==> src/design/tlpt_pkg.sv <==
// shared types and constants for the two-level page table mapper
// used by the controller, the datapath and the top level
`default_nettype none

package tlpt_pkg;

  // number of page tables that can be allocated
  localparam int TABLE_SLOTS = 64;

  // address split: 10 directory bits, 10 table bits, 12 offset bits
  localparam int ENTRIES   = 1024;
  localparam int IDX_W     = 10;
  localparam int OFS_W     = 12;
  localparam int FRAME_W   = 20;
  localparam int PTE_W     = FRAME_W + 1;
  localparam int ADDR_W    = 32;

  localparam int SLOT_W    = (TABLE_SLOTS > 1) ? $clog2(TABLE_SLOTS) : 1;
  localparam int USED_W    = $clog2(TABLE_SLOTS + 1);
  localparam int TBL_DEPTH = TABLE_SLOTS * ENTRIES;
  localparam int TBL_AW    = $clog2(TBL_DEPTH);
  localparam int DIR_W     = SLOT_W + 1;

  localparam logic [ADDR_W-1:0]  FRAME_BASE_RESET = 32'h0001_0000;
  localparam logic [FRAME_W-1:0] FRAME_CNT_MAX    = 20'hF_FFFF;

  typedef enum logic [1:0] {
    OP_XLATE = 2'd0,
    OP_MAP   = 2'd1,
    OP_ALLOC = 2'd2,
    OP_NONE  = 2'd3
  } opcode_t;

  typedef enum logic [2:0] {
    STS_OK         = 3'd0,
    STS_DIR_ABSENT = 3'd1,
    STS_MAPPED     = 3'd2,
    STS_NO_SLOT    = 3'd3,
    STS_NO_FRAME   = 3'd4
  } status_t;

  typedef enum logic [1:0] {
    RES_ZERO,
    RES_XLATE,
    RES_FRAME
  } res_kind_t;

  typedef enum logic [2:0] {
    S_CLEAR,
    S_IDLE,
    S_DIR,
    S_TBL,
    S_RESP
  } state_t;

  // controller to datapath
  typedef struct packed {
    logic      clr_step;
    logic      load_item;
    logic      tbl_rd;
    logic      new_table;
    logic      pte_wr;
    logic      alloc;
    logic      res_load;
    res_kind_t res_kind;
    status_t   res_status;
    logic      out_load;
  } cmd_t;

  // datapath to controller
  typedef struct packed {
    opcode_t op;
    logic    dir_present;
    logic    pte_present;
    logic    slots_full;
    logic    frames_out;
    logic    clr_last;
  } stat_t;

endpackage

`default_nettype wire

==> src/design/tlpt_ctrl.sv <==
// controller: sequences clearing, directory read, table read and response
// depends on tlpt_pkg for the state type and the command and status structs
`default_nettype none

module tlpt_ctrl (
  input  wire logic            clk,
  input  wire logic            rst,
  input  wire logic            in_valid,
  output logic                 in_ready,
  output logic                 out_valid,
  input  wire logic            out_ready,
  input  wire tlpt_pkg::stat_t stat,
  output tlpt_pkg::cmd_t       cmd
);

  tlpt_pkg::state_t state;
  tlpt_pkg::state_t state_next;
  logic             walk;
  logic             out_free;

  // a directory hit on translate or map needs the table read
  assign walk     = stat.dir_present
                  && (stat.op == tlpt_pkg::OP_XLATE || stat.op == tlpt_pkg::OP_MAP);
  assign out_free = !out_valid || out_ready;
  assign in_ready = (state == tlpt_pkg::S_IDLE);

  // next state
  always_comb begin
    state_next = state;
    case (state)
      tlpt_pkg::S_CLEAR: if (stat.clr_last) state_next = tlpt_pkg::S_IDLE;
      tlpt_pkg::S_IDLE:  if (in_valid) state_next = tlpt_pkg::S_DIR;
      tlpt_pkg::S_DIR:   state_next = walk ? tlpt_pkg::S_TBL : tlpt_pkg::S_RESP;
      tlpt_pkg::S_TBL:   state_next = tlpt_pkg::S_RESP;
      tlpt_pkg::S_RESP:  if (out_free) state_next = tlpt_pkg::S_IDLE;
      default:           state_next = tlpt_pkg::S_IDLE;
    endcase
  end

  // commands
  always_comb begin
    cmd            = '0;
    cmd.res_kind   = tlpt_pkg::RES_ZERO;
    cmd.res_status = tlpt_pkg::STS_OK;
    case (state)
      tlpt_pkg::S_CLEAR: begin
        cmd.clr_step = 1'b1;
      end
      tlpt_pkg::S_IDLE: begin
        cmd.load_item = in_valid;
      end
      tlpt_pkg::S_DIR: begin
        if (walk) begin
          cmd.tbl_rd = 1'b1;
        end else begin
          cmd.res_load = 1'b1;
          case (stat.op)
            tlpt_pkg::OP_XLATE: cmd.res_status = tlpt_pkg::STS_DIR_ABSENT;
            tlpt_pkg::OP_MAP: begin
              if (stat.slots_full) begin
                cmd.res_status = tlpt_pkg::STS_NO_SLOT;
              end else if (stat.frames_out) begin
                cmd.res_status = tlpt_pkg::STS_NO_FRAME;
              end else begin
                cmd.new_table = 1'b1;
              end
            end
            tlpt_pkg::OP_ALLOC: begin
              if (stat.frames_out) begin
                cmd.res_status = tlpt_pkg::STS_NO_FRAME;
              end else begin
                cmd.alloc    = 1'b1;
                cmd.res_kind = tlpt_pkg::RES_FRAME;
              end
            end
            default: cmd.res_status = tlpt_pkg::STS_OK;
          endcase
        end
      end
      tlpt_pkg::S_TBL: begin
        cmd.res_load = 1'b1;
        if (stat.op == tlpt_pkg::OP_XLATE) begin
          cmd.res_kind = tlpt_pkg::RES_XLATE;
        end else if (stat.pte_present) begin
          cmd.res_status = tlpt_pkg::STS_MAPPED;
        end else begin
          cmd.pte_wr = 1'b1;
        end
      end
      tlpt_pkg::S_RESP: begin
        cmd.out_load = out_free;
      end
      default: cmd.clr_step = 1'b0;
    endcase
  end

  // state and output valid registers
  always_ff @(posedge clk) begin
    if (rst) begin
      state     <= tlpt_pkg::S_CLEAR;
      out_valid <= 1'b0;
    end else begin
      state <= state_next;
      if (cmd.out_load) begin
        out_valid <= 1'b1;
      end else if (out_ready) begin
        out_valid <= 1'b0;
      end
    end
  end

  // a new table is only built with a free slot and a free frame
  a_new_table_room: assert property (@(posedge clk) disable iff (rst)
    cmd.new_table |-> (!stat.slots_full && !stat.frames_out))
    else $error("table allocated without a free slot or frame");

  // a frame is only handed out while frames remain
  a_alloc_room: assert property (@(posedge clk) disable iff (rst)
    cmd.alloc |-> !stat.frames_out)
    else $error("frame handed out past exhaustion");

  // a pte is never overwritten once present
  a_pte_once: assert property (@(posedge clk) disable iff (rst)
    cmd.pte_wr |-> !stat.pte_present)
    else $error("present pte overwritten");

  // the table read always follows a directory read
  a_tbl_after_dir: assert property (@(posedge clk) disable iff (rst)
    (state == tlpt_pkg::S_TBL) |-> ($past(state) == tlpt_pkg::S_DIR))
    else $error("table stage entered without directory stage");

endmodule

`default_nettype wire

==> config.mk <==
export PLATFORM = sky130hd
export DESIGN_NAME = tlpt_ctrl
export DESIGN_NICKNAME = d
export VERILOG_FILES = /design/src/design/tlpt_pkg.sv /design/src/design/tlpt_ctrl.sv
export SDC_FILE = /design/constraint.sdc
export NUM_CORES = 1
export LEC_CHECK = 0
export ABC_AREA = 1
export BUFFER_PORTS_ARGS = -buffer_cell sky130_fd_sc_hd__buf_2
export CAP_MARGIN = 10
export CORE_AREA = 10 10 47 49
export DETAILED_ROUTE_END_ITERATION = 10
export DIE_AREA = 0 0 57 59
export SYNTH_ARGS = -nofsm -noshare
export SYNTH_HDL_FRONTEND = slang
export SYNTH_SLANG_ARGS = --single-unit
export TNS_END_PERCENT = 10
==> constraint.sdc <==
create_clock -name clk -period 1.3 [get_ports clk]
set_clock_uncertainty 0.1 [all_clocks]
set_input_delay 0.325 -clock clk [delete_from_list [all_inputs] [get_ports clk]]
set_output_delay 0.325 -clock clk [all_outputs]
set_load 0.02 [all_outputs]
After elaboration in Yosys (flattened, before gate mapping)
Index checks and enable logic that the tools add are counted.
{ "op_classes": {"n_addsub": 0, "multipliers": 0, "n_div": 0, "magnitude_cmp": 0, "eq_ne": 9, "shift": 0, "n_mux": 31, "bitwise_logic": 0, "n_reduce_logical": 8} }
{ "ops": {"columns": ["cell", "count"], "rows": [
  ["two-way mux 3 bit", 6],
  ["two-way mux 1 bit", 16],
  ["case mux 3 bit (5 select lines)", 1],
  ["case mux 6 bit (2 select lines)", 1],
  ["two-way mux 2 bit", 5],
  ["case mux 3 bit (3 select lines)", 1],
  ["two-way mux 7 bit", 1],
  ["== test 3 x 2 -> 1 bit (second input constant)", 2],
  ["!= test 2 bit (second input constant)", 3],
  ["== test 3 x 1 -> 1 bit (second input constant)", 1],
  ["== test 3 bit (second input constant)", 1],
  ["logical NOT 3 bit", 1],
  ["AND reduction 3 bit", 1],
  ["== test 2 x 1 -> 1 bit (second input constant)", 1],
  ["== test 2 bit (second input constant)", 1],
  ["logical NOT 2 bit", 1],
  ["logical OR 1 bit", 2],
  ["nonzero test 2 bit", 1],
  ["logical AND 1 bit", 1],
  ["logical NOT 1 bit", 1]
]} }
{ "word_totals": {"reg_bits": 4, "latchBits": 0, "ramBits": 0, "rom_bits": 0, "elab_cells": 50, "memories": 0} }

Longest topological paths before layout
Gate-level depths: netlist (run 1).
{ "depth": {"word_depth": 5, "mapped_depth": 7, "mapped_depth_nobuf": 7} }

Worst setup path after synthesis (run 1)
No wires, ideal clock.
{ "synth_path": {"kind": "flip-flop to output port", "from": "register state[0]", "to": "output cmd[9] (netlist bit)", "t_arrival_ps": 1241, "required_time_ps": 875, "slack_ps": -366, "stages_incl_launch_ff": 3, "n_path_buf": 0, "path_cell_list": "dfxtp_1 nand3b_1 nor4_1"} }
{ "synth_rtl": {"columns": ["item", "line", "rtl"], "rows": [
  ["from (decl)", "tlpt_ctrl.sv:16", "tlpt_pkg::state_t state;"],
  ["from (signal assigned)", "tlpt_ctrl.sv:100", "state <= tlpt_pkg::S_CLEAR;"],
  ["from (signal assigned)", "tlpt_ctrl.sv:103", "state <= state_next;"],
  ["to (decl)", "tlpt_ctrl.sv:13", "output tlpt_pkg::cmd_t cmd"]
]} }

==> metrics.txt, run 1 <==
# TYPE chip_impl_metric gauge
chip_impl_info{name="synth_top_cells_by_count",value="sky130_fd_sc_hd__nand2_1 (14), sky130_fd_sc_hd__nor2_1 (13), sky130_fd_sc_hd__inv_1 (10), sky130_fd_sc_hd__nand3_1 (7), sky130_fd_sc_hd__dfxtp_1 (4)"} 1
chip_impl_info{name="cts_root_buffer",value="sky130_fd_sc_hd__clkbuf_4"} 1
chip_impl_metric{name="die_area",unit="sq mm"} 0.00336
chip_impl_info{name="yosys_most_used_dff",value="sky130_fd_sc_hd__dfxtp_1"} 1
chip_impl_metric{name="post_cts_hold_buffer_count",unit=""} 0
chip_impl_metric{name="synthesized_nets",unit=""} 73
chip_impl_metric{name="min_period",unit="ns"} 1.62
chip_impl_metric{name="post-place-cells",unit=""} 114
chip_impl_metric{name="place_area",unit="sq um"} 576
chip_impl_metric{name="report.final.setup_viol",unit=""} 14
chip_impl_metric{name="vias",unit=""} 535
chip_impl_metric{name="met2_wirelength_from_detailed_routing",unit="um"} 844
chip_impl_metric{name="fp.coreArea",unit="sq mm"} 0.00140
chip_impl_metric{name="slew_viol_final",unit=""} 0
chip_impl_info{name="timing.critical_path.cells",value="inv_2 > nand2_2 > nor2_4 > nand2_4 > a21oi_2 > buf_6"} 1
chip_impl_metric{name="fp-row-count",unit=""} 14
chip_impl_metric{name="met3_length",unit="um"} 84
chip_impl_metric{name="peakVddDrop",unit="uV"} 859
chip_impl_metric{name="nNetsFinal",unit=""} 115
chip_impl_metric{name="final_total_pwr",unit="mW"} 1.11
chip_impl_metric{name="critical-path-max-stage-delay",unit="ns"} 0.32
chip_impl_metric{name="antenna_found_initial",unit=""} 0
chip_impl_metric{name="number_of_flops_mapped_to_enable_cells_by_yosys",unit=""} 0
chip_impl_info{name="min-delay-path-class",value="input pin to register"} 1
chip_impl_metric{name="layout.cells.non_filler",unit=""} 118
chip_impl_metric{name="final_core_utilization",unit=""} 0.530
chip_impl_metric{name="yosys.cell_types.count",unit=""} 15
chip_impl_metric{name="synth-seq-cells",unit=""} 4
chip_impl_metric{name="gr_util_all_layers",unit=""} 0.0774
chip_impl_metric{name="routed_wl",unit="um"} 1460
chip_impl_metric{name="postLayoutCellArea",unit="sq um"} 743
chip_impl_metric{name="yosysTopAreaCellShare",unit=""} 0.238
chip_impl_metric{name="preCtsSetupSlack",unit="ns"} -0.121
chip_impl_metric{name="overflow_after_grt",unit=""} 0
chip_impl_metric{name="hold_path_depth",unit=""} 2
chip_impl_metric{name="floorplan.die.height",unit="um"} 59
chip_impl_metric{name="die_w",unit="um"} 57
chip_impl_metric{name="via_per_inst",unit=""} 4.53
chip_impl_metric{name="synth_warnings",unit=""} 0
chip_impl_metric{name="hold_slack",unit="ns"} 0.168
chip_impl_metric{name="clock-sinks",unit=""} 4
chip_impl_info{name="synthMostInstantiatedCell",value="sky130_fd_sc_hd__nand2_1"} 1
chip_impl_metric{name="worstSetupPathDepth",unit=""} 6
chip_impl_metric{name="grt_start_max_net_pins",unit=""} 6
chip_impl_metric{name="synthToLayoutAreaGrowth",unit="%"} 121
chip_impl_metric{name="n_antenna_cell",unit=""} 0
chip_impl_metric{name="synth.cell_area",unit="sq um"} 337
chip_impl_info{name="cpMaxStageDelayCell",value="sky130_fd_sc_hd__dfxtp_2"} 1
chip_impl_info{name="synth.largest_area_cell",value="sky130_fd_sc_hd__dfxtp_1"} 1
chip_impl_metric{name="totalNegativeSetupSlack",unit="ns"} -3.45
chip_impl_metric{name="cts.reportedPaths.clkPinSlew",unit="ns"} 0.04
chip_impl_metric{name="postLayoutSetupSlackWorst",unit="ns"} -0.325
chip_impl_info{name="setup_repair_after_global_routing_missed_its_margin",value="true"} 1
chip_impl_metric{name="numCtsBuffers",unit=""} 3
chip_impl_metric{name="drv_cap",unit=""} 0
chip_impl_metric{name="synth-async-reset-ratio",unit=""} 0
chip_impl_metric{name="worstRegToRegCells",unit=""} 7
chip_impl_metric{name="cellLeakagePower",unit="nW"} 0.399
chip_impl_metric{name="final_layout_size_suffix_gt1_frac",unit=""} 0.618
chip_impl_metric{name="met1_length",unit="um"} 503
chip_impl_metric{name="avgSynthCellArea",unit="sq um"} 5.43
chip_impl_metric{name="critPathArrivalTime",unit="ns"} 1.20
chip_impl_info{name="setup.worst_path.class",value="register to primary output"} 1
chip_impl_metric{name="cellPowerDensity",unit="mW/mm^2"} 1500
chip_impl_metric{name="grt_pass1_vias",unit=""} 529
chip_impl_metric{name="drt.antenna.violating_nets",unit=""} 0
chip_impl_metric{name="dp.final_hpwl",unit="um"} 1110
chip_impl_metric{name="maxSlewHeadroom",unit=""} 0.879
chip_impl_metric{name="post-route-drc-count",unit=""} 0
chip_impl_metric{name="gp_congestion",unit=""} 0.748
chip_impl_info{name="post_synth_main_area_contributors",value="sky130_fd_sc_hd__dfxtp_1 (24%), sky130_fd_sc_hd__nand2_1 (16%), sky130_fd_sc_hd__nor2_1 (14%), sky130_fd_sc_hd__inv_1 (11%), sky130_fd_sc_hd__nand3_1 (10%)"} 1
chip_impl_metric{name="synthCells",unit=""} 62
chip_impl_metric{name="max_freq",unit="GHz"} 0.615
chip_impl_info{name="cts_tree",value="done"} 1
chip_impl_info{name="category_of_the_worst_setup_path_capture_point",value="primary output"} 1
chip_impl_metric{name="final_hold_violations",unit=""} 0
chip_impl_metric{name="drtPass1Iterations",unit=""} 3
chip_impl_metric{name="clk_latency",unit="ns"} 0.25
chip_impl_metric{name="h-tree-depth",unit=""} 1
chip_impl_metric{name="first_pass_grt_wire_length",unit="um"} 2130
chip_impl_metric{name="critical_path.max_fanout",unit=""} 4
chip_impl_metric{name="worst-slew-pin-transition",unit="ns"} 0.180
chip_impl_info{name="status",value="complete, but fails checks"} 1
chip_impl_info{name="highest_layer",value="met4"} 1
chip_impl_metric{name="ys_seq_area_frac",unit=""} 0.238
chip_impl_metric{name="wire_per_inst",unit="um"} 12.4
chip_impl_metric{name="buffer_ports.inserted",unit=""} 25
chip_impl_metric{name="final.period_utilization",unit=""} 1.25
chip_impl_metric{name="max-clock-path-buffers",unit=""} 2
chip_impl_info{name="setup.worst_path.start_class",value="register"} 1
chip_impl_metric{name="worstPathRequired",unit="ns"} 0.88
chip_impl_info{name="critical_path.top_delay_family",value="flip-flops"} 1
chip_impl_metric{name="number_of_buffers_and_inverters_on_the_critical_path",unit=""} 2
chip_impl_metric{name="start_util",unit=""} 0.240
chip_impl_metric{name="drt_iter0_drc",unit=""} 3
chip_impl_metric{name="design.portCount",unit=""} 26
chip_impl_info{name="failed_checks",value="setup timing"} 1
## final cells by class
| class | instances | area [sq um] |
|---|---|---|
| Inverter | 11 | 41.3 |
| Tap cell | 16 | 20.0 |
| Timing Repair Buffer | 37 | 274 |
| Multi-Input combinational cell | 47 | 299 |
| Clock buffer | 3 | 22.5 |
| Sequential cell | 4 | 86.3 |
| Fill cell | 150 | 658 |
## where the power goes
group	switching, mW	internal (mW)
Sequential	0.0426	0.164
Clock	0.0661	0.104
Combinational	0.396	0.340
Total	0.505	0.609
## cells by family after synthesis
| kind of cell | synth area share |
|---|---|
| DFF | 0.238 |
| and+or+nand+nor | 0.587 |
| buffers and inverters | 0.123 |
| AOI/OAI and AO/OA | 0.0521 |
## worst paths after layout
check | startpoint | end | slack [ns]
worst max-delay path | state[2] | cmd[1] | -0.32
worst min-delay path | rst | state[2] | 0.17
worst max register to register | state[0] | state[1] | 0.02
worst min register to register | state[2] | state[2] | 0.60
## worst register-to-register path, stage by stage (launching register included)
cell,delay (ns)
sky130_fd_sc_hd__dfxtp_2,0.37
sky130_fd_sc_hd__buf_4,0.17
sky130_fd_sc_hd__nor2_4,0.04
sky130_fd_sc_hd__buf_4,0.13
sky130_fd_sc_hd__nand3_1,0.10
sky130_fd_sc_hd__nand3_1,0.10
sky130_fd_sc_hd__nor2_1,0.12
sky130_fd_sc_hd__nor2_1,0.05
## sequential cells by signal, summed over array words and instances, names as in the netlist
| signal | cells |
|---|---|
| state | 3 |
| out_valid | 1 |
## repair_timing
| item | CTS | global route |
|---|---|---|
| hold endpoints to repair | 0 | 0 |
| pin swaps | 1 | 4 |
| endpoints found under the setup margin | 16 | 16 |
| resized for setup | 19 | 25 |
| buffers inserted | 0 | 1 |
## layer usage
layer	up-vias	track usage
met5	-	0
met4	0	0.0403
met3	3	0.0279
met2	13	0.149
met1	240	0.0689
li1	279	-
## cells in the final DEF, fill, tap and decap left out
cell                       synthesis  routed
sky130_fd_sc_hd__nor3_2            0       1
sky130_fd_sc_hd__nand2_1          14      10
sky130_fd_sc_hd__nand2_2           0       3
sky130_fd_sc_hd__nor4_2            0       1
sky130_fd_sc_hd__buf_6             0       7
sky130_fd_sc_hd__nor2_2            2       3
sky130_fd_sc_hd__nor3b_2           0       1
sky130_fd_sc_hd__dfxtp_1           4       1
sky130_fd_sc_hd__a21oi_2           0       1
sky130_fd_sc_hd__o22ai_2           0       1
sky130_fd_sc_hd__clkbuf_4          0       3
sky130_fd_sc_hd__nand3_1           7       5
sky130_fd_sc_hd__nor3_1            3       2
sky130_fd_sc_hd__buf_4             0      18
sky130_fd_sc_hd__a31oi_1           1       1
sky130_fd_sc_hd__nand4_1           2       2
sky130_fd_sc_hd__inv_1            10       9
sky130_fd_sc_hd__nor2_1           13       8
sky130_fd_sc_hd__nand3b_1          1       1
sky130_fd_sc_hd__inv_2             1       2
sky130_fd_sc_hd__dfxtp_4           0       1
sky130_fd_sc_hd__nand2_4           0       1
sky130_fd_sc_hd__dfxtp_2           0       2
sky130_fd_sc_hd__buf_2             0      12
sky130_fd_sc_hd__nand3_2           0       2
sky130_fd_sc_hd__nor2_4            0       4
Power figures use the tool's default switching activity.
==> run 2: changes to the inputs <==
- clock period: 1.3 -> 1.9 ns (I/O delays scaled with it)
==> metrics.txt, run 2 (synthesis results as in run 1) <==
# TYPE chip_impl_metric gauge
chip_impl_info{name="status",value="completed"} 1
chip_impl_metric{name="cellPowerDensity",unit="mW/mm^2"} 1020
chip_impl_info{name="largestRegisters",value="state: 3 flops, out_valid: 1 flops"} 1
chip_impl_metric{name="start_util",unit=""} 0.240
chip_impl_metric{name="h-tree-depth",unit=""} 1
chip_impl_metric{name="fp.coreArea",unit="sq mm"} 0.00140
chip_impl_metric{name="numCtsBuffers",unit=""} 3
chip_impl_metric{name="drv_cap",unit=""} 0
chip_impl_metric{name="final_layout_size_suffix_gt1_frac",unit=""} 0.446
chip_impl_info{name="largest_register",value="state"} 1
chip_impl_metric{name="antenna_found_initial",unit=""} 0
chip_impl_info{name="cpMaxStageDelayCell",value="sky130_fd_sc_hd__dfxtp_2"} 1
chip_impl_info{name="final_cell_mix",value="sky130_fd_sc_hd__buf_2 (23), sky130_fd_sc_hd__nor2_1 (13), sky130_fd_sc_hd__nand2_1 (13)"} 1
chip_impl_metric{name="nNetsFinal",unit=""} 105
chip_impl_metric{name="fill_cells",unit=""} 169
chip_impl_metric{name="routed_wl",unit="um"} 1130
chip_impl_metric{name="peakVddDrop",unit="uV"} 496
chip_impl_metric{name="n_antenna_cell",unit=""} 0
chip_impl_info{name="timing.critical_path.cells",value="inv_2 > nand2_1 > nor2_2 > nand2_2 > o22ai_2 > buf_6"} 1
chip_impl_metric{name="cts.reportedPaths.clkPinSlew",unit="ns"} 0.04
chip_impl_info{name="critical_path.top_delay_family",value="flip-flops"} 1
chip_impl_metric{name="flip_flop_count_of_the_largest_register_after_layout",unit=""} 3
chip_impl_info{name="setup.worst_path.class",value="register to primary output"} 1
chip_impl_metric{name="design.portCount",unit=""} 26
chip_impl_metric{name="vias",unit=""} 492
chip_impl_metric{name="via_per_inst",unit=""} 4.56
chip_impl_metric{name="critical_path.max_fanout",unit=""} 6
chip_impl_metric{name="clk_latency",unit="ns"} 0.24
chip_impl_metric{name="report.final.setup_viol",unit=""} 0
chip_impl_metric{name="place_area",unit="sq um"} 482
chip_impl_metric{name="worst-slew-pin-transition",unit="ns"} 0.233
chip_impl_info{name="cts_root_buffer",value="sky130_fd_sc_hd__clkbuf_4"} 1
chip_impl_info{name="cts_tree",value="done"} 1
chip_impl_metric{name="slew_viol_final",unit=""} 0
chip_impl_metric{name="critPathArrivalTime",unit="ns"} 1.24
chip_impl_metric{name="drt_iter0_drc",unit=""} 14
chip_impl_metric{name="worstPathRequired",unit="ns"} 1.32
chip_impl_metric{name="fp-row-count",unit=""} 14
chip_impl_info{name="min-delay-path-class",value="input pin to register"} 1
chip_impl_metric{name="die_w",unit="um"} 57
chip_impl_metric{name="max_freq",unit="GHz"} 0.551
chip_impl_metric{name="final_hold_violations",unit=""} 0
chip_impl_metric{name="grt_pass1_vias",unit=""} 449
chip_impl_metric{name="final_total_pwr",unit="mW"} 0.566
chip_impl_metric{name="final.period_utilization",unit=""} 0.956
chip_impl_metric{name="gp_congestion",unit=""} 0.784
chip_impl_info{name="setup.worst_path.start_class",value="register"} 1
chip_impl_metric{name="min_period",unit="ns"} 1.82
chip_impl_metric{name="critical-path-max-stage-delay",unit="ns"} 0.35
chip_impl_metric{name="first_pass_grt_wire_length",unit="um"} 1840
chip_impl_info{name="mostFrequentLayoutCell",value="sky130_fd_sc_hd__buf_2"} 1
chip_impl_metric{name="post-route-drc-count",unit=""} 0
chip_impl_metric{name="buffer_ports.inserted",unit=""} 25
chip_impl_metric{name="floorplan.die.height",unit="um"} 59
chip_impl_metric{name="wire_per_inst",unit="um"} 10.5
chip_impl_info{name="category_of_the_worst_setup_path_capture_point",value="primary output"} 1
chip_impl_metric{name="number_of_buffers_and_inverters_on_the_critical_path",unit=""} 2
chip_impl_info{name="setup_repair_after_global_routing_missed_its_margin",value="true"} 1
chip_impl_metric{name="die_area",unit="sq mm"} 0.00336
chip_impl_metric{name="synthToLayoutAreaGrowth",unit="%"} 65.1
chip_impl_metric{name="gr_util_all_layers",unit=""} 0.0657
chip_impl_metric{name="postLayoutCellArea",unit="sq um"} 556
chip_impl_metric{name="drtPass1Iterations",unit=""} 4
chip_impl_metric{name="clock-sinks",unit=""} 4
chip_impl_metric{name="drt.antenna.violating_nets",unit=""} 0
chip_impl_metric{name="dp.final_hpwl",unit="um"} 928
chip_impl_metric{name="post_cts_hold_buffer_count",unit=""} 0
chip_impl_metric{name="overflow_after_grt",unit=""} 0
chip_impl_metric{name="max-clock-path-buffers",unit=""} 2
chip_impl_metric{name="maxSlewHeadroom",unit=""} 0.844
chip_impl_metric{name="cellLeakagePower",unit="nW"} 0.334
chip_impl_metric{name="grt_start_max_net_pins",unit=""} 8
## run 2: changes by cell type in the layout (fill, tap and decap cells not counted), moves of 2 or more
cell | before | now
sky130_fd_sc_hd__nor2_1 | 8 | 13
sky130_fd_sc_hd__nand3_1 | 5 | 7
sky130_fd_sc_hd__nand2_2 | 3 | 1
sky130_fd_sc_hd__buf_4 | 18 | 3
sky130_fd_sc_hd__nand2_1 | 10 | 13
sky130_fd_sc_hd__buf_6 | 7 | 1
sky130_fd_sc_hd__nor2_4 | 4 | 0
sky130_fd_sc_hd__nand3_2 | 2 | 0
sky130_fd_sc_hd__buf_2 | 12 | 23
## run 2: final timing paths
path	start	endpoint	slack, ns	cells past startpoint
max reg2reg	state[2]	state[2]	0.73	6
max	state[2]	cmd[2]	0.08	6
min reg2reg	out_valid	out_valid	0.48	4
min	rst	state[2]	0.32	2
## run 2: per-stage QoR
step                      utilization  cells  hold WS (ns)  setup slack, ns  TNS (ns)
after floorplan                     -     62         0.444           0.0464         0
final                           0.396    108         0.317           0.0844         0
after CTS                       0.360    106         0.321          0.00404         0
after global placement          0.344    103         0.469            0.198         0
after global routing            0.396    108         0.338          -0.0353   -0.0990
after detailed placement        0.344    103         0.480            0.158         0
## run 2: area by class of cell
class / instances / area, sq um / area share
repair buffers: 27 / 149 / 0.268
flip-flops and latches: 4 / 83.8 / 0.151
inverters: 11 / 41.3 / 0.0743
well taps: 16 / 20.0 / 0.0360
multi-input cells: 47 / 239 / 0.430
clock buffers: 3 / 22.5 / 0.0405
## run 2: where the power goes
part	total (mW)	internal (mW)	leakage, nW	switching, mW
combinational	0.312	0.119	0.286	0.194
sequential	0.145	0.110	0.0339	0.0346
clock	0.109	0.0708	0.0138	0.0382
## run 2: worst reg2reg max path, delay by kind of cell, from the launching register on
family | cells | cell delay, ns
buffers and inverters | 2 | 0.22
AOI/OAI and AO/OA | 1 | 0.11
DFF | 1 | 0.35
and+or+nand+nor | 3 | 0.32
## run 2: what timing repair did
item,in CTS,in global routing
setup endpoints to repair,0,7
buffers inserted,0,2
resized for setup,0,11
endpoints found under the hold margin,0,0
## run 2: layer usage
| layer | track usage | part of all wire |
|---|---|---|
| met2 | 0.109 | 0.50 |
| met3 | 0.0536 | 0.14 |
| met4 | 0.0101 | 0 |
| met5 | 0 | 0 |
| met1 | 0.0642 | 0.37 |
==> run 3: changes to the inputs <==
- CORE_AREA: 10 10 47 49 -> 2 2 39 41
- DIE_AREA: 0 0 57 59 -> 0 0 41 43
- SKIP_CTS_REPAIR_TIMING: not set -> 1
==> metrics.txt, run 3 (synthesis results as in run 1) <==
# TYPE chip_impl_metric gauge
chip_impl_metric{name="place_area",unit="sq um"} 482
chip_impl_metric{name="peakVddDrop",unit="uV"} 302
chip_impl_metric{name="cts.reportedPaths.clkPinSlew",unit="ns"} 0.04
chip_impl_metric{name="die_w",unit="um"} 41
chip_impl_metric{name="postLayoutCellArea",unit="sq um"} 529
chip_impl_metric{name="hold_path_depth",unit=""} 2
chip_impl_metric{name="routed_wl",unit="um"} 945
chip_impl_metric{name="slew_viol_final",unit=""} 0
chip_impl_metric{name="flip_flop_count_of_the_largest_register_after_layout",unit=""} 3
chip_impl_metric{name="drtPass1Iterations",unit=""} 2
chip_impl_metric{name="fp.coreArea",unit="sq mm"} 0.00138
chip_impl_metric{name="max-clock-path-buffers",unit=""} 2
chip_impl_info{name="cts_tree",value="done"} 1
chip_impl_info{name="status",value="completed"} 1
chip_impl_metric{name="max_freq",unit="GHz"} 0.555
chip_impl_metric{name="report.final.setup_viol",unit=""} 0
chip_impl_metric{name="grt_pass1_vias",unit=""} 412
chip_impl_metric{name="gr_util_all_layers",unit=""} 0.121
chip_impl_info{name="mostFrequentLayoutCell",value="sky130_fd_sc_hd__buf_2"} 1
chip_impl_metric{name="h-tree-depth",unit=""} 1
chip_impl_metric{name="buffer_ports.inserted",unit=""} 25
chip_impl_info{name="hold_path_end",value="state[2]"} 1
chip_impl_info{name="setup_repair_after_global_routing_missed_its_margin",value="true"} 1
chip_impl_metric{name="fp-row-count",unit=""} 14
chip_impl_metric{name="first_pass_grt_wire_length",unit="um"} 1510
chip_impl_metric{name="dp.final_hpwl",unit="um"} 767
chip_impl_info{name="setup.worst_path.start_class",value="register"} 1
chip_impl_metric{name="final_layout_size_suffix_gt1_frac",unit=""} 0.411
chip_impl_metric{name="final_hold_violations",unit=""} 0
chip_impl_metric{name="worstPathRequired",unit="ns"} 1.32
chip_impl_info{name="cts_root_buffer",value="sky130_fd_sc_hd__clkbuf_4"} 1
chip_impl_metric{name="critical_path.max_fanout",unit=""} 6
chip_impl_metric{name="via_per_inst",unit=""} 4.52
chip_impl_metric{name="clk_latency",unit="ns"} 0.23
chip_impl_metric{name="clock-sinks",unit=""} 4
chip_impl_metric{name="floorplan.die.height",unit="um"} 43
chip_impl_metric{name="min_period",unit="ns"} 1.80
chip_impl_info{name="regToRegStartpoint",value="out_valid"} 1
chip_impl_info{name="category_of_the_worst_setup_path_capture_point",value="primary output"} 1
chip_impl_metric{name="die_area",unit="sq mm"} 0.00176
chip_impl_metric{name="cellPowerDensity",unit="mW/mm^2"} 1030
chip_impl_metric{name="maxSlewHeadroom",unit=""} 0.862
chip_impl_metric{name="fill_cells",unit=""} 163
chip_impl_metric{name="cellLeakagePower",unit="nW"} 0.325
chip_impl_metric{name="setup.reg_to_reg.worst_slack",unit="ns"} 0.79
chip_impl_metric{name="wire_per_inst",unit="um"} 8.92
chip_impl_metric{name="overflow_after_grt",unit=""} 0
chip_impl_metric{name="drt.antenna.violating_nets",unit=""} 0
chip_impl_metric{name="post-route-drc-count",unit=""} 0
chip_impl_info{name="setup.worst_path.class",value="register to primary output"} 1
chip_impl_metric{name="critPathArrivalTime",unit="ns"} 1.23
chip_impl_info{name="reg2reg_to",value="state[0]"} 1
chip_impl_metric{name="seqCellArea",unit="sq um"} 83.8
chip_impl_metric{name="synthToLayoutAreaGrowth",unit="%"} 57.2
chip_impl_metric{name="worst-slew-pin-transition",unit="ns"} 0.206
chip_impl_metric{name="worstRegToRegCells",unit=""} 6
chip_impl_metric{name="drv_cap",unit=""} 0
chip_impl_metric{name="gp_congestion",unit=""} 0.758
chip_impl_metric{name="multi_input_comb_area",unit="sq um"} 229
chip_impl_info{name="min-delay-path-class",value="input pin to register"} 1
chip_impl_info{name="final_cell_mix",value="sky130_fd_sc_hd__buf_2 (22), sky130_fd_sc_hd__nor2_1 (13), sky130_fd_sc_hd__nand2_1 (13)"} 1
chip_impl_info{name="largest_register",value="state"} 1
chip_impl_info{name="largestRegisters",value="state: 3 flops, out_valid: 1 flops"} 1
chip_impl_metric{name="n_antenna_cell",unit=""} 0
chip_impl_metric{name="antenna_found_initial",unit=""} 0
chip_impl_metric{name="vias",unit=""} 479
chip_impl_info{name="hold_start",value="rst"} 1
chip_impl_metric{name="final.period_utilization",unit=""} 0.949
chip_impl_metric{name="nNetsFinal",unit=""} 103
chip_impl_metric{name="drt_iter0_drc",unit=""} 3
chip_impl_metric{name="start_util",unit=""} 0.243
chip_impl_metric{name="numCtsBuffers",unit=""} 3
chip_impl_metric{name="grt_start_max_net_pins",unit=""} 8
chip_impl_metric{name="final_core_utilization",unit=""} 0.382
chip_impl_metric{name="design.portCount",unit=""} 26
-- run 3: changes by cell type in the layout (fill, tap and decap cells not counted), sizes merged --
cell	delta
buf	-2
-- run 3: worst max path at each step --
stage	startpoint	endpoint	slack (ns)	depth (start not counted)
floorplan	stat[5]	cmd[9]	0.05	4
global placement	stat[5]	cmd[9]	0.20	6
detailed placement	stat[6]	cmd[2]	0.18	6
CTS	state[0]	cmd[8]	0.006	3
global route	state[2]	cmd[1]	-0.02	6
finish	state[2]	cmd[2]	0.1	6
-- run 3: where the power goes --
group          switching [mW]  leakage, nW  internal, mW  total, mW
clock                  0.0358       0.0138        0.0707      0.107
sequential             0.0343       0.0339         0.110      0.144
combinational           0.189        0.277         0.105      0.294
total                   0.259        0.325         0.286      0.545
-- run 3: routing by layer --
layer,up-vias,global-route usage,share of wire
met5,-,0,0
met4,0,0.0800,0
met3,0,0.0157,0.065
met2,15,0.213,0.52
met1,210,0.122,0.41
li1,254,-,-
-- run 3: worst max-delay path, stage by stage (launching register included) --
cell	delay, ns
sky130_fd_sc_hd__dfxtp_2	0.34
sky130_fd_sc_hd__inv_2	0.08
sky130_fd_sc_hd__nand2_1	0.06
sky130_fd_sc_hd__nor2_2	0.13
sky130_fd_sc_hd__nand2_2	0.09
sky130_fd_sc_hd__o22ai_1	0.12
sky130_fd_sc_hd__buf_4	0.16
-- run 3: cell type report --
cell class              instances  share of cell area
inverters                      11              0.0780
repair buffers                 25               0.251
multi-input cells              47               0.433
clock buffers                   3              0.0426
flip-flops and latches          4               0.158
well taps                      16              0.0378
-- run 3: per-stage QoR --
step	hold slack, ns	setup TNS [ns]	instances	power, mW	setup slack, ns
after global placement	0.465	0	103	0.424	0.203
after detailed placement	0.482	0	103	0.428	0.176
final	0.319	0	106	0.545	0.0972
after global routing	0.314	-0.0317	106	0.611	-0.0225
after CTS	0.321	0	106	0.541	0.00584
after floorplan	0.444	0	62	0.342	0.0464
